[src/lrbc_ram.sv]
// Generic single write port RAM with one registered read port.
// No dependencies.
`default_nettype none

module lrbc_ram #(
    parameter int WIDTH = 62,
    parameter int DEPTH = 16
) (
    input  wire logic                             i_clk,
    input  wire logic                             i_we,
    input  wire logic [$clog2(DEPTH > 1 ? DEPTH : 2)-1:0] i_waddr,
    input  wire logic [WIDTH-1:0]                 i_wdata,
    input  wire logic [$clog2(DEPTH > 1 ? DEPTH : 2)-1:0] i_raddr,
    output logic      [WIDTH-1:0]                 o_rdata
);

    logic [WIDTH-1:0] r_mem [DEPTH];

    // Write port and registered read port.
    always_ff @(posedge i_clk) begin
        if (i_we) begin
            r_mem[i_waddr] <= i_wdata;
        end
        o_rdata <= r_mem[i_raddr];
    end

endmodule

`default_nettype wire

[config.mk]
export PLATFORM = sky130hd
export DESIGN_NAME = lrbc_ram
export DESIGN_NICKNAME = d
export VERILOG_FILES = /design/src/lrbc_ram.sv
export SDC_FILE = /design/constraint.sdc
export NUM_CORES = 1
export LEC_CHECK = 0
export BUFFER_PORTS_ARGS = -buffer_cell sky130_fd_sc_hd__buf_2
export CAP_MARGIN = 10
export CORE_UTILIZATION = 50
export CTS_BUF_LIST = sky130_fd_sc_hd__clkbuf_8
export DETAILED_ROUTE_END_ITERATION = 6
export PLACE_DENSITY = 0.66
export RECOVER_POWER = 100
export SKIP_LAST_GASP = 1
export SLEW_MARGIN = 5
export SYNTH_ARGS = -nofsm -noshare
export SYNTH_HDL_FRONTEND = slang
export SYNTH_SLANG_ARGS = --single-unit
[constraint.sdc]
create_clock -name i_clk -period 9.1 [get_ports i_clk]
set_input_delay 2.73 -clock i_clk [delete_from_list [all_inputs] [get_ports i_clk]]
set_output_delay 2.73 -clock i_clk [all_outputs]
set_load 0.03 [all_outputs]
==> reports/results.txt <==
Worst-case clock buffer depth - 3
Num CTS Buffers - 160
Fillers - 5571
Final Max Tran Viols - 438
CP Cell Sequence - clkbuf_1 > nand3b_1 > nor3_1 > clkbuf_1
Num rows - 101
Die Area - 77800 sq um
Hold WC Path Type - reg2reg
Via Count - 17600
Clock Skew - 0.0261 ns
Syn. warnings - 0
Total Power Consumption - 9.64 mW
Drt pass-1 iters - 5
Most numerous cell on the critical path - clkbuf_1
Crit Path Max Fanout - 52
Max-cap check violation count - 13
First DRT Iteration DRCs - 1664
Fin crit share - 71.0%
Clock tree sinks - 1054
Fmax - 0.155 GHz
Via density per instance - 5.85
Remaining DRCs - 0
DR WL/cell - 27.5 um
Syn_nets - 1670
Req. time, crit path - 9.35 ns
TritonCTS clock tree - yes
Setup crit end kind - flip-flop
Dpl hpwl - 39.5 mm
PortBufs - 133
RSZ-0062 raised after global routing - no
Post-Route Setup TNS - 0 ns
Synth top area cells - edfxtp_1 (78%), mux4_2 (15%), dfxtp_1 (3.2%), a22oi_1 (2.4%), nand2_1 (0.62%)
Clock Latency Late Sink - 0.79 ns
Layout cells sized above 1 - 24.8%
Failing checks - capacitance limit, slew limit
H-tree levels - 4
# nets final - 1913
Critical Path AT - 6.71 ns
Clock root buffer - clkbuf_8
Final Hold Viols - 0
Seq/Total Area, Yosys - 80.9%
First-pass GRT wire length - 121 mm
Crit path max-delay family - buffers and inverters
Die height - 279 um
Initial antenna violation count - 7
Power per Cell Area - 224 nW/um^2
Flops & latches, synth - 1054
Status - finished with violations
Critical Path Source Type - input pin
CP max stage cell - clkbuf_1
Pin count of the biggest net entering global routing - 142
Placeable Area - 75900 sq um
Total track usage - 21.8%
Worst slew pin tran - 4.75 ns
Leading area contributor after synthesis - edfxtp_1
Synth top area share - 77.7%
Grt total ovfl - 0
Buf/Inv on CP - 2
Cts repair resizes - 0
Rel. slew slack - -217%
Clock-pin slew of the registers on the worst-case setup and hold paths - 0.06 ns
Die Wd - 279 um
Crit Path Class - in2reg
Synthesized cell area - 38300 sq um
IO Pins - 134
Post-synthesis cell type count - 18
Hold-fix buffers, CTS - 0
DRT Wirelength - 82.8 mm
P_leak - 13.7 nW
# setup viols final - 0
CP peak stage delay - 3.34 ns
Vias in the first global route - 18700
Post-DRT Antenna Nets - 0
Minimum clock period - 6.46 ns
Area Growth Syn to Fin - 12.3%
Starting Density - 50.5%
Peak VDD IR - 0.000104 V
Post-synthesis cell count - 1598
Mean post-synth cell area - 24.0 sq um
GPL Wtd Cong - 0.713
Post-CTS setup buffers - 0
-- cells in the mapped netlist --
cell and count:
nor3_1 4, buf_4 22, buf_2 10, buf_1 16, clkbuf_1 33, nand2b_1 2, or3b_2 1, nor2_1 13
dfxtp_1 62, buf_6 2, edfxtp_1 992, nand2_1 63, a22oi_1 124, nand3b_1 2, mux4_2 248, and2_1 1
nand3_1 1, nor2b_1 2
-- cells in the final DEF, fill, tap and decap left out, drive strengths merged --
| cell type | n |
|---|---|
| nor2 | 13 |
| buf | 27 |
| diode | 3 |
| clkbuf | 317 |
| dfxtp | 62 |
| or3b | 1 |
| nor2b | 2 |
| nand3 | 1 |
| nand2b | 2 |
| nand2 | 63 |
| edfxtp | 992 |
| nor3 | 4 |
| mux4 | 248 |
| clkinv | 42 |
| and2 | 1 |
| inv | 64 |
| clkinvlp | 7 |
| nand3b | 2 |
| bufinv | 3 |
| a22oi | 124 |
-- power breakdown --
part	leakage, nW	total [mW]	internal, mW	switching [mW]
sequential	9.48	5.47	5.43	0.0363
clock	1.78	3.67	1.90	1.76
combinational	2.44	0.504	0.179	0.325
-- per-stage QoR --
stage | hold WS [ns] | setup WS [ns] | cells | util (%) | area [sq um]
global route | 0.685 | 2.46 | 3006 | 56.7 | 43000
finish | 0.650 | 2.64 | 3008 | 56.7 | 43000
detailed placement | 0.652 | 3.66 | 2709 | 53.0 | 40300
CTS | 0.643 | 4.54 | 3005 | 57.1 | 43300
global placement | 0.657 | 3.68 | 2709 | 53.0 | 40300
floorplan | 0.635 | 1.08 | 1598 | - | 38300
-- routing by layer --
metal  GRT usage (%)  part of all wire [%]  vias up
met5               0                 0.039        -
met3            4.80                   7.2      109
met2            35.1                    50      654
li1                -                     -     7360
met1            30.1                    41     9467
met4            6.66                   1.7        6
-- registers in the layout (all words and copies together) (netlist names) --
register / flops
o_rdata: 62
r_mem: 992
-- kinds of logic after synthesis --
| family | after synthesis | synth area share (%) |
|---|---|---|
| flip-flops | 1054 | 80.9 |
| AO/OA/AOI/OAI | 124 | 2.43 |
| AND/OR/NAND/NOR | 89 | 0.953 |
| buffers and inverters | 83 | 1.10 |
| multiplexers | 248 | 14.6 |
-- path summary, 6_finish.rpt --
| kind | start | to | slack (ns) | cells after the start |
|---|---|---|---|---|
| worst min-delay path | r_mem[14][59] | o_rdata[59] | 0.65 | 3 |
| worst max register to register | r_mem[11][19] | o_rdata[19] | 7.71 | 3 |
| worst max-delay path | i_waddr[2] | r_mem[8][27] | 2.64 | 4 |
| worst min register to register | r_mem[14][59] | o_rdata[59] | 0.65 | 3 |
-- tightest hold or removal path, delay by kind of cell, from the launching register on --
family | cells | cell delay (ns)
mux | 1 | 0.22
flops | 1 | 0.31
simple gates | 1 | 0.06
compound gates | 1 | 0.06
-- layout make-up --
type | count | area, sq um | share of cell area (%)
antenna | 3 | 7.51 | 0.0174
clock buffer | 180 | 2480 | 5.76
tap | 1030 | 1290 | 2.99
clock inverter | 116 | 589 | 1.37
timing repair buffer | 164 | 738 | 1.72
sequential | 1054 | 31000 | 72.1
multi-input combinational | 461 | 6910 | 16.0
No activity file was read; power rests on OpenSTA's default activity.
