### config.mk
export PLATFORM = sky130hd
export DESIGN_NAME = lrbc_scan
export DESIGN_NICKNAME = d
export VERILOG_FILES = /design/src/lrbc_pkg.sv /design/src/lrbc_scan.sv
export SDC_FILE = /design/constraint.sdc
export NUM_CORES = 1
export LEC_CHECK = 0
export BUFFER_PORTS_ARGS = -buffer_cell sky130_fd_sc_hd__buf_2
export CAP_MARGIN = 40
export CORE_ASPECT_RATIO = 2
export CORE_MARGIN = 4
export CORE_UTILIZATION = 48
export DETAILED_ROUTE_END_ITERATION = 10
export HOLD_SLACK_MARGIN = 0.06
export MAX_ROUTING_LAYER = met4
export PLACE_DENSITY = 0.8
export SLEW_MARGIN = 25
export SYNTH_ARGS = -nofsm -noshare
export SYNTH_HDL_FRONTEND = slang
export SYNTH_SLANG_ARGS = --single-unit
### constraint.sdc
create_clock -name i_clk -period 6.6 [get_ports i_clk]
set_input_delay 0.33 -clock i_clk [delete_from_list [all_inputs] [get_ports i_clk]]
set_output_delay 0.33 -clock i_clk [all_outputs]
set_load 0.02 [all_outputs]
### src/lrbc_pkg.sv
// Package for the block cache lookup: item types, tag store entry, config codes.
// Used by the channel interfaces, the compare unit and the top module.
`default_nettype none

package lrbc_pkg;

    // Field widths of the items and of the tag store.
    localparam int ADDR_W     = 31;
    localparam int STAMP_W    = 31;
    localparam int OUT_SLOT_W = 4;
    localparam int CFG_IDX_W  = 1;
    localparam int CFG_DATA_W = 5;

    localparam logic [ADDR_W-1:0]  ADDR_ONES = {ADDR_W{1'b1}};
    localparam logic [STAMP_W-1:0] STAMP_MAX = 31'd2147483646;

    // Reset values of the configuration registers.
    localparam logic [CFG_DATA_W-1:0] ACTIVE_SLOTS_RST = 5'd8;
    localparam logic [CFG_DATA_W-1:0] BLOCK_LOG2_RST   = 5'd13;

    // Configuration register indexes.
    localparam logic [CFG_IDX_W-1:0] CFG_ACTIVE_SLOTS = 1'd0;
    localparam logic [CFG_IDX_W-1:0] CFG_BLOCK_LOG2   = 1'd1;

    // Operation codes of an input item.
    localparam logic OP_LOOKUP = 1'b0;
    localparam logic OP_TOUCH  = 1'b1;

    typedef struct packed {
        logic              op;
        logic [ADDR_W-1:0] byte_offset;
    } t_in_item;

    typedef struct packed {
        logic                  hit;
        logic [OUT_SLOT_W-1:0] slot;
        logic                  need_fill;
        logic [ADDR_W-1:0]     block_start;
        logic                  evicted_valid;
        logic [ADDR_W-1:0]     evicted_start;
    } t_out_item;

    // One tag store entry: block start address and use stamp.
    typedef struct packed {
        logic [ADDR_W-1:0]  start;
        logic [STAMP_W-1:0] stamp;
    } t_entry;

    // Sequencer to scan unit controls.
    typedef struct packed {
        logic clear;
        logic step;
        logic slot_valid;
    } t_scan_ctl;

    // Scan unit status back to the sequencer.
    typedef struct packed {
        logic hit_found;
        logic empty_found;
    } t_scan_flags;

    typedef enum logic [1:0] {
        ST_IDLE,
        ST_SCAN,
        ST_TREAD,
        ST_UPDATE
    } t_state;

endpackage

`default_nettype wire

### src/lrbc_scan.sv
// Shared compare unit: takes one tag store entry per step and tracks the first
// matching slot, the first empty slot and the least recently used slot.
// Depends on lrbc_pkg.
`default_nettype none

module lrbc_scan
    import lrbc_pkg::*;
#(
    parameter int SLOT_W = 4
) (
    input  wire logic              i_clk,
    input  wire logic              i_rst_n,
    input  wire t_scan_ctl         i_ctl,
    input  wire logic [SLOT_W-1:0] i_idx,
    input  wire t_entry            i_entry,
    input  wire logic [ADDR_W-1:0] i_blk,
    output t_scan_flags            o_flags,
    output logic      [SLOT_W-1:0] o_hit_idx,
    output logic      [SLOT_W-1:0] o_empty_idx,
    output logic      [SLOT_W-1:0] o_best_idx,
    output logic      [ADDR_W-1:0] o_best_start
);

    logic               r_hit_found;
    logic               r_empty_found;
    logic               r_best_set;
    logic [SLOT_W-1:0]  r_hit_idx;
    logic [SLOT_W-1:0]  r_empty_idx;
    logic [SLOT_W-1:0]  r_best_idx;
    logic [ADDR_W-1:0]  r_best_start;
    logic [STAMP_W-1:0] r_best_stamp;

    logic w_match;
    logic w_older;

    // One equality compare and one magnitude compare per step.
    assign w_match = i_ctl.slot_valid && (i_entry.start == i_blk);
    assign w_older = !r_best_set || (i_entry.stamp < r_best_stamp);

    // Found flags are cleared when a new lookup starts.
    always_ff @(posedge i_clk) begin
        if (!i_rst_n) begin
            r_hit_found   <= 1'b0;
            r_empty_found <= 1'b0;
            r_best_set    <= 1'b0;
        end else if (i_ctl.clear) begin
            r_hit_found   <= 1'b0;
            r_empty_found <= 1'b0;
            r_best_set    <= 1'b0;
        end else if (i_ctl.step) begin
            if (w_match) begin
                r_hit_found <= 1'b1;
            end
            if (!i_ctl.slot_valid) begin
                r_empty_found <= 1'b1;
            end
            r_best_set <= 1'b1;
        end
    end

    // Candidate indexes; the first one seen wins, ties keep the lower index.
    always_ff @(posedge i_clk) begin
        if (i_ctl.step && !i_ctl.clear) begin
            if (w_match && !r_hit_found) begin
                r_hit_idx <= i_idx;
            end
            if (!i_ctl.slot_valid && !r_empty_found) begin
                r_empty_idx <= i_idx;
            end
            if (w_older) begin
                r_best_idx   <= i_idx;
                r_best_start <= i_entry.start;
                r_best_stamp <= i_entry.stamp;
            end
        end
    end

    assign o_flags.hit_found   = r_hit_found;
    assign o_flags.empty_found = r_empty_found;
    assign o_hit_idx           = r_hit_idx;
    assign o_empty_idx         = r_empty_idx;
    assign o_best_idx          = r_best_idx;
    assign o_best_start        = r_best_start;

endmodule

`default_nettype wire

==> results of run 1 <==
[routing by layer]
| metal | routed length, µm | part of all wire, % |
|---|---|---|
| met3 | 414 | 5.3 |
| met5 | 0 | 0 |
| met2 | 4470 | 57 |
| met1 | 2580 | 33 |
| met4 | 318 | 4.1 |
[worst reg2reg max path, delay by kind of cell (launching register included)]
family / cells / cell delay (ns)
fa+ha+maj: 1 / 0.32
buf+inv: 2 / 0.48
compound gates: 6 / 1.29
flops: 1 / 0.32
[flip-flops by register name, indices dropped and copies added, names as in the netlist]
register and count:
o_best_start 31, o_empty_idx 4, o_best_idx 4, r_best_stamp 31, r_best_set 1, o_hit_idx 4
r_empty_found 1, r_hit_found 1
[cells by family after synthesis]
kind of cell | Yosys count
adders and majority gates | 30
xor gates and xnor gates | 31
buffers and inverters | 34
DFF | 77
and+or+nand+nor | 34
AOI/OAI and AO/OA | 29
[how the worst max path moves through the flow]
| stage | startpoint | endpoint | cells past startpoint | slack, ns |
|---|---|---|---|---|
| 3_3_place_gp | i_entry[8] | o_best_start[25] | 9 | 3.79 |
| 5_1_grt | r_best_stamp[8] | o_best_start[14] | 9 | 3.60 |
| 6_report | r_best_stamp[8] | r_best_stamp[19] | 9 | 3.85 |
| 3_5_place_dp | i_entry[8] | o_best_start[10] | 9 | 3.73 |
| 4_1_cts | r_best_stamp[8] | o_best_start[10] | 9 | 3.81 |
| 2_1_floorplan | i_entry[8] | o_best_idx[0] | 7 | 1.68 |
[area by class of cell]
| class | count | area, µm² | share of cell area [%] |
|---|---|---|---|
| sequential | 77 | 2280 | 48.7 |
| multi-input combinational | 124 | 1040 | 22.2 |
| timing repair buffer | 148 | 746 | 15.9 |
| clock buffer | 9 | 225 | 4.81 |
| clock inverter | 7 | 161 | 3.44 |
| inverter | 32 | 120 | 2.56 |
| tap | 90 | 113 | 2.40 |
[layout by cell type, fill, tap and decap left out]
cell and count:
a2111oi_2 1, a21oi_1 11, o21ai_1 1, nor2_1 5
nor2b_1 2, xnor2_1 31, a31oi_1 1, nand4_1 11
o21ai_0 4, nand3_1 4, o21a_1 1, clkinvlp_4 1
nand2_1 5, clkbuf_16 9, bufinv_16 5, buf_4 2
clkinv_1 1, ha_1 30, o31ai_1 1, nor4_1 2
a211oi_1 3, nor3_1 3, buf_2 146, o211ai_1 1
dfxtp_1 3, a41o_1 1, inv_1 32, edfxtp_1 74
a21o_1 2, nand2b_1 2, a311oi_4 1, a221oi_2 1
[power groups by stage]
stage               Clock (mW)  Combinational, mW  Sequential (mW)
CTS                      0.638              0.135            0.565
global placement             0              0.129            0.574
global route             0.660              0.149            0.566
finish                   0.626              0.133            0.564
floorplan                    0             0.0556            0.589
detailed placement           0              0.135            0.575
[per-stage QoR]
step / instances / hold slack (ns) / worst slack, ns / area, µm²
2_1_floorplan: 235 / 0.429 / 1.68 / 3440
3_5_place_dp: 471 / 0.484 / 3.73 / 4300
5_1_grt: 487 / 0.189 / 3.60 / 4690
6_report: 487 / 0.195 / 3.85 / 4690
4_1_cts: 487 / 0.183 / 3.81 / 4690
3_3_place_gp: 471 / 0.470 / 3.79 / 4300
[synth_stat cells, drive strengths merged]
| library cell | count | area, µm² |
|---|---|---|
| a21oi | 11 | 55.1 |
| o211ai | 1 | 7.51 |
| dfxtp | 3 | 60.1 |
| a311oi | 1 | 15.0 |
| nand2b | 2 | 12.5 |
| o31ai | 1 | 7.51 |
| xnor2 | 31 | 272 |
| edfxtp | 74 | 2220 |
| nor3 | 3 | 15.0 |
| o21ai | 5 | 25.0 |
| nor2 | 5 | 18.8 |
| a31oi | 1 | 6.26 |
| ha | 30 | 375 |
| o21a | 1 | 7.51 |
| inv | 32 | 120 |
| nand2 | 5 | 18.8 |
| nor2b | 2 | 12.5 |
| buf | 2 | 15.0 |
| a211oi | 3 | 22.5 |
| a2111oi | 1 | 15.0 |
| a21o | 2 | 15.0 |
| nand3 | 4 | 20.0 |
| a221oi | 1 | 15.0 |
| nand4 | 11 | 68.8 |
| nor4 | 2 | 12.5 |
| a41o | 1 | 10.0 |
==> run_results.csv, run 1 <==
group,metric,value,unit
outcome,run_status,"finished, final reports clean",
clock_network,cts_tree,"built",
layout,area_delta_synth_final,36.0,%
power,power.share.clock,47.3,%
layout,drive_above_1_share,41.8,%
sta,setup_viol,0,
sta,fin_tns_setup,0,ns
sta,clock.fmax,0.363,GHz
worst_hold_path,min_to,"r_best_stamp[0]",
die,dieWidth,67.9,µm
power,ir_worst_vdd,221,µV
global_routing,grt_overflow,0,
critical_path,cpPeakStageDelay,0.44,ns
sta,fin_skew,0.00329,ns
critical_path,critPathArrivalTime,2.73,ns
global_routing,grt_pass1_wl,11800,µm
sta,drv_slew,0,
die,core-area,6940,µm²
detailed_routing,drt-initial-drc-count,86,
critical_path,critPathBufInv,2,
logic_synthesis,synth_mux_area_share,0,%
logic_synthesis,synth_compound_area_share,5.85,%
global_routing,grt_pass1_vias,2636,
power,p_leak,2.05,nW
sta,slew_headroom,53.2,%
sta,finalHoldViolations,0,
logic_synthesis,synth_top_family_by_area,"adder cells",
global_routing,met1_usage,18.0,%
sta,worstMarginPinSlew,0.697,ns
layout,n_fill_cell,535,
clock_network,cts_hold_buf,0,
layout,antenna_cells,0,
die,die-area,8680,µm²
detailed_routing,firstDrtPassIters,4,
power,p_int,1.06,mW
clock_network,cts_setup_buffers,0,
worst_hold_path,min-delay-start,"i_entry[0]",
critical_path,end_kind,"flop",
clock_network,cts-buffers-inserted,9,
placed_design,place_congestion,0.812,
critical_path,ff2ff_path_depth,9,
detailed_routing,finalWirelength,7790,µm
worst_hold_path,hold_class,"input pin to flop",
logic_synthesis,syn_inst,235,
power,p_per_area,282,nW/µm²
critical_path,r2r-start,"r_best_stamp[8]",
global_routing,grt_max_degree,35,
placed_design,numPortBuffers,146,
layout,postLayoutCoreUtil,67.5,%
detailed_routing,ant_nets,0,
critical_path,crit_slowest_cell,"buf_4",
flow_run,drv_cap,0,
global_routing,antenna_found_initial,0,
logic_synthesis,yosysUniqueCellTypes,27,
clock_network,htree_levels,3,
power,pwr-share-comb,10.1,%
global_routing,grt_use_met2,35.2,%
sta,grt_setup_unrepaired,"false",
logic_synthesis,ys_seq_area_share,66.3,%
clock_network,clockBufferDepth,2,
logic_synthesis,ys_warn_count,0,
critical_path,r2r_setup_slack,3.85,ns
clock_network,post_cts_resized,0,
critical_path,critical_path.top_delay_family,"compound AO/OA/AOI/OAI gates",
detailed_routing,vias,2429,
global_routing,grt.busiest_layer,"met2",
clock_network,numClockSinks,77,
die,die_y,128,µm
clock_network,clkSlewWorstSetupHoldPaths,0.06,ns
global_routing,grtUsageTotal,19.5,%
sta,fin_crit,2.75,ns
critical_path,critical_path_class,"flop to flop",
critical_path,crit-reg2reg-capture,"r_best_stamp[19]",
logic_synthesis,synthesis.area,3440,µm²
logic_synthesis,ys_ff_latch,77,
clock_network,cts-root-buf,"clkbuf_16",
logic_synthesis,syn_area_per_cell,14.7,µm²
power,total_power,1.32,mW
clock_network,clkLatencyLatePin,0.33,ns
layout,layout.nets,524,
detailed_routing,vias_per_cell,4.99,
die,core.rowCount,43,
logic_synthesis,synth_fa_ha_area_share,10.9,%
critical_path,cp-start-kind,"flop",
power,pwr-share-seq,42.6,%
global_routing,grt_use_met3,2.89,%
critical_path,crit_fanout,34,
power,switchingPower,0.260,mW
placed_design,dp_hpwl,6410,µm
die,io_pins,147,
logic_synthesis,synth_xor_area_share,7.88,%
worst_hold_path,hold-path-cell-count,1,
critical_path,crit_chain,"inv_1, ha_1, a2111oi_2, o21ai_1, a41o_1, a221oi_2, o31ai_1, a311oi_4, buf_4",
detailed_routing,drc,0,
power,sw_frac_of_total,19.6,%
die,start_util,49.6,%
logic_synthesis,synth_nets,367,
logic_synthesis,synthSimpleGateAreaFrac,5.19,%
critical_path,cp.required,6.58,ns
sta,fin_crit_sh,41.7,%
detailed_routing,wl_per_cell,16.0,µm
No activity file was read; power rests on OpenSTA's default activity.
==> run 2, diff against run 1 <==
- ABC_AREA: unset -> 1
- CORE_UTILIZATION: 48 -> 49
- clock period: 6.6 -> 2.65 ns (I/O delays scaled with it)
==> run 2 against run 1 <==
Final cell count increased by 49%. Utilization increased by 7.6 points. Count of clock-buffer cells in the layout unchanged.
==> run_results.csv, run 2 <==
group,metric,value,unit
placed_design,numPortBuffers,146,
sta,slew_headroom,55.1,%
detailed_routing,ant_nets,0,
global_routing,grt_max_degree,45,
die,dieWidth,70.9,µm
logic_synthesis,synthesis.area,3870,µm²
sta,finalHoldViolations,0,
sta,drv_slew,0,
critical_path,critPathArrivalTime,2.41,ns
logic_synthesis,ys_seq_area_share,59.0,%
die,core.rowCount,45,
logic_synthesis,yosysUniqueCellTypes,20,
logic_synthesis,syn_area_per_cell,9.61,µm²
critical_path,end_kind,"flop",
layout,final_common_cell,"buf_2",
sta,grt_setup_unrepaired,"false",
power,pwr-share-comb,14.3,%
critical_path,cp-start-kind,"flop",
clock_network,htree_levels,3,
detailed_routing,vias_per_cell,4.74,
logic_synthesis,synth_most_common_cell,"nand2_1",
clock_network,clockBufferDepth,2,
clock_network,clkLatencyLatePin,0.33,ns
logic_synthesis,synthArstFlopShare,0,%
placed_design,place_inst,642,
power,switchingPower,0.743,mW
power,power.share.clock,41.4,%
logic_synthesis,ys_ff_latch,77,
logic_synthesis,syn_inst,403,
global_routing,grt_pass1_vias,3740,
die,start_util,50.6,%
critical_path,cp.required,2.66,ns
global_routing,antenna_found_initial,0,
die,die_y,134,µm
power,p_leak,2.93,nW
clock_network,numClockSinks,77,
sta,setup_viol,0,
logic_synthesis,yosys.area.top_type,"edfxtp_1",
critical_path,crit_fanout,44,
sta,fin_tns_setup,0,ns
global_routing,grtUsageTotal,23.1,%
detailed_routing,firstDrtPassIters,7,
flow_run,drv_cap,0,
power,ir_worst_vdd,472,µV
logic_synthesis,synth_top_flop_cell,"edfxtp_1",
clock_network,cts-root-buf,"clkbuf_16",
power,sw_frac_of_total,23.4,%
sta,clock.fmax,0.416,GHz
detailed_routing,vias,3440,
logic_synthesis,synth_nets,535,
sta,fin_crit_sh,90.7,%
detailed_routing,wl_per_cell,14.5,µm
power,p_int,2.43,mW
layout,antenna_cells,0,
outcome,run_status,"finished, final reports clean",
detailed_routing,drc,0,
global_routing,grt_overflow,0,
clock_network,cts_tree,"built",
logic_synthesis,ys_warn_count,0,
die,io_pins,147,
layout,layout_common_cells,"146 x buf_2, 123 x nand2_1, 108 x inv_1",
logic_synthesis,synth_area_leaders,"edfxtp_1 57%, nand2_1 12%, inv_1 11%, ha_1 9.7%, nor2_1 2.2%",
layout,layout.nets,758,
logic_synthesis,synth-edff-count,74,
placed_design,place_congestion,0.796,
die,core-area,7660,µm²
critical_path,critical_path_class,"flop to flop",
layout,fin_cells,725,
clock_network,cts-buffers-inserted,9,
detailed_routing,drt-initial-drc-count,140,
die,die-area,9470,µm²
power,p_per_area,553,nW/µm²
clock_network,clkSlewWorstSetupHoldPaths,0.06,ns
detailed_routing,finalWirelength,10500,µm
global_routing,grt_pass1_wl,16500,µm
worst_hold_path,hold_class,"input pin to flop",
power,pwr-share-seq,44.3,%
layout,area_delta_synth_final,48.5,%
sta,worstMarginPinSlew,0.668,ns
logic_synthesis,ys_top_cells_by_count,"124 x nand2_1, 109 x inv_1, 74 x edfxtp_1",
layout,drive_above_1_share,27.6,%
logic_synthesis,synth_top_area_share,57.4,%
sta,fin_crit,2.40,ns
clock_network,cts_setup_buffers,0,
clock_network,post_cts_resized,0,
sta,fin_skew,0.00636,ns
placed_design,dp_hpwl,7040,µm
[run 2: changes by cell type after synthesis, sizes merged, moves of 3 or more]
cell and delta:
o21ai -4, xnor2 -28, nor2 +20, nand2 +119
a211oi -3, inv +77, nand4 -5
[run 2: layout make-up]
class / count / area [µm²]
timing repair buffer: 213 / 1410
sequential: 77 / 2280
fill: 523 / 1910
tap: 94 / 118
inverter: 109 / 409
clock inverter: 7 / 98.8
multi-input combinational: 216 / 1200
clock buffer: 9 / 225
[run 2: kinds of logic after synthesis]
| kind of cell | count (synthesis) | synth area share, % |
|---|---|---|
| flip-flops | 77 | 59.0 |
| adder cells (fa/ha/maj) | 30 | 9.70 |
| buffers and inverters | 111 | 11.0 |
| AO/OA/AOI/OAI | 19 | 2.88 |
| XOR/XNOR | 3 | 0.679 |
| AND/OR/NAND/NOR | 163 | 16.8 |
[run 2: power groups by stage]
stage / combinational (mW) / sequential (mW) / clock, mW
global route: 0.508 / 1.41 / 1.39
floorplan: 0.163 / 1.46 / 0
global placement: 0.351 / 1.43 / 0
detailed placement: 0.370 / 1.43 / 0
finish: 0.454 / 1.41 / 1.32
CTS: 0.446 / 1.41 / 1.33
[run 2: what timing repair did]
action                                 in CTS  in global routing
pin swaps                                   1                  1
gates cloned                                0                  1
endpoints found under the hold margin      74                  0
setup endpoints to repair                   1                 44
hold buffers                               66                  0
[run 2: metal layers]
metal | track usage (%) | part of all wire [%]
met3 | 4.68 | 5.7
met2 | 41.4 | 55
met1 | 22.5 | 35
met5 | - | 0
met4 | 12.8 | 4.4
[run 2: worst max-delay path: stages (launching register included)]
cell	delay [ns]
edfxtp_1	0.36
inv_1	0.07
ha_1	0.24
a21o_1	0.17
nor2_1	0.10
nand2_1	0.07
nand2_1	0.06
nand2_1	0.07
nand2_1	0.08
nand2_2	0.09
a21oi_4	0.43
buf_12	0.32
[run 2: worst paths after layout]
path | start | end | slack (ns) | cells after the start
max | r_best_stamp[6] | o_best_start[20] | 0.25 | 11
min | i_rst_n | r_hit_found | 0.09 | 3
max reg2reg | r_best_stamp[6] | o_best_start[20] | 0.25 | 11
min reg2reg | r_hit_found | r_hit_found | 0.48 | 2
[run 2: stage by stage]
step                hold slack, ns  power [mW]  util, %  setup WS (ns)  cell area (µm²)
finish                      0.0883        3.18     75.1          0.247             5750
global route                0.0962        3.31     75.1         0.0278             5750
CTS                         0.0832        3.18     75.0        0.00694             5740
detailed placement           0.329        1.80     62.1         0.0206             4750
global placement             0.327        1.78     62.1          0.113             4750
floorplan                    0.231        1.63        -        -0.0126             3900
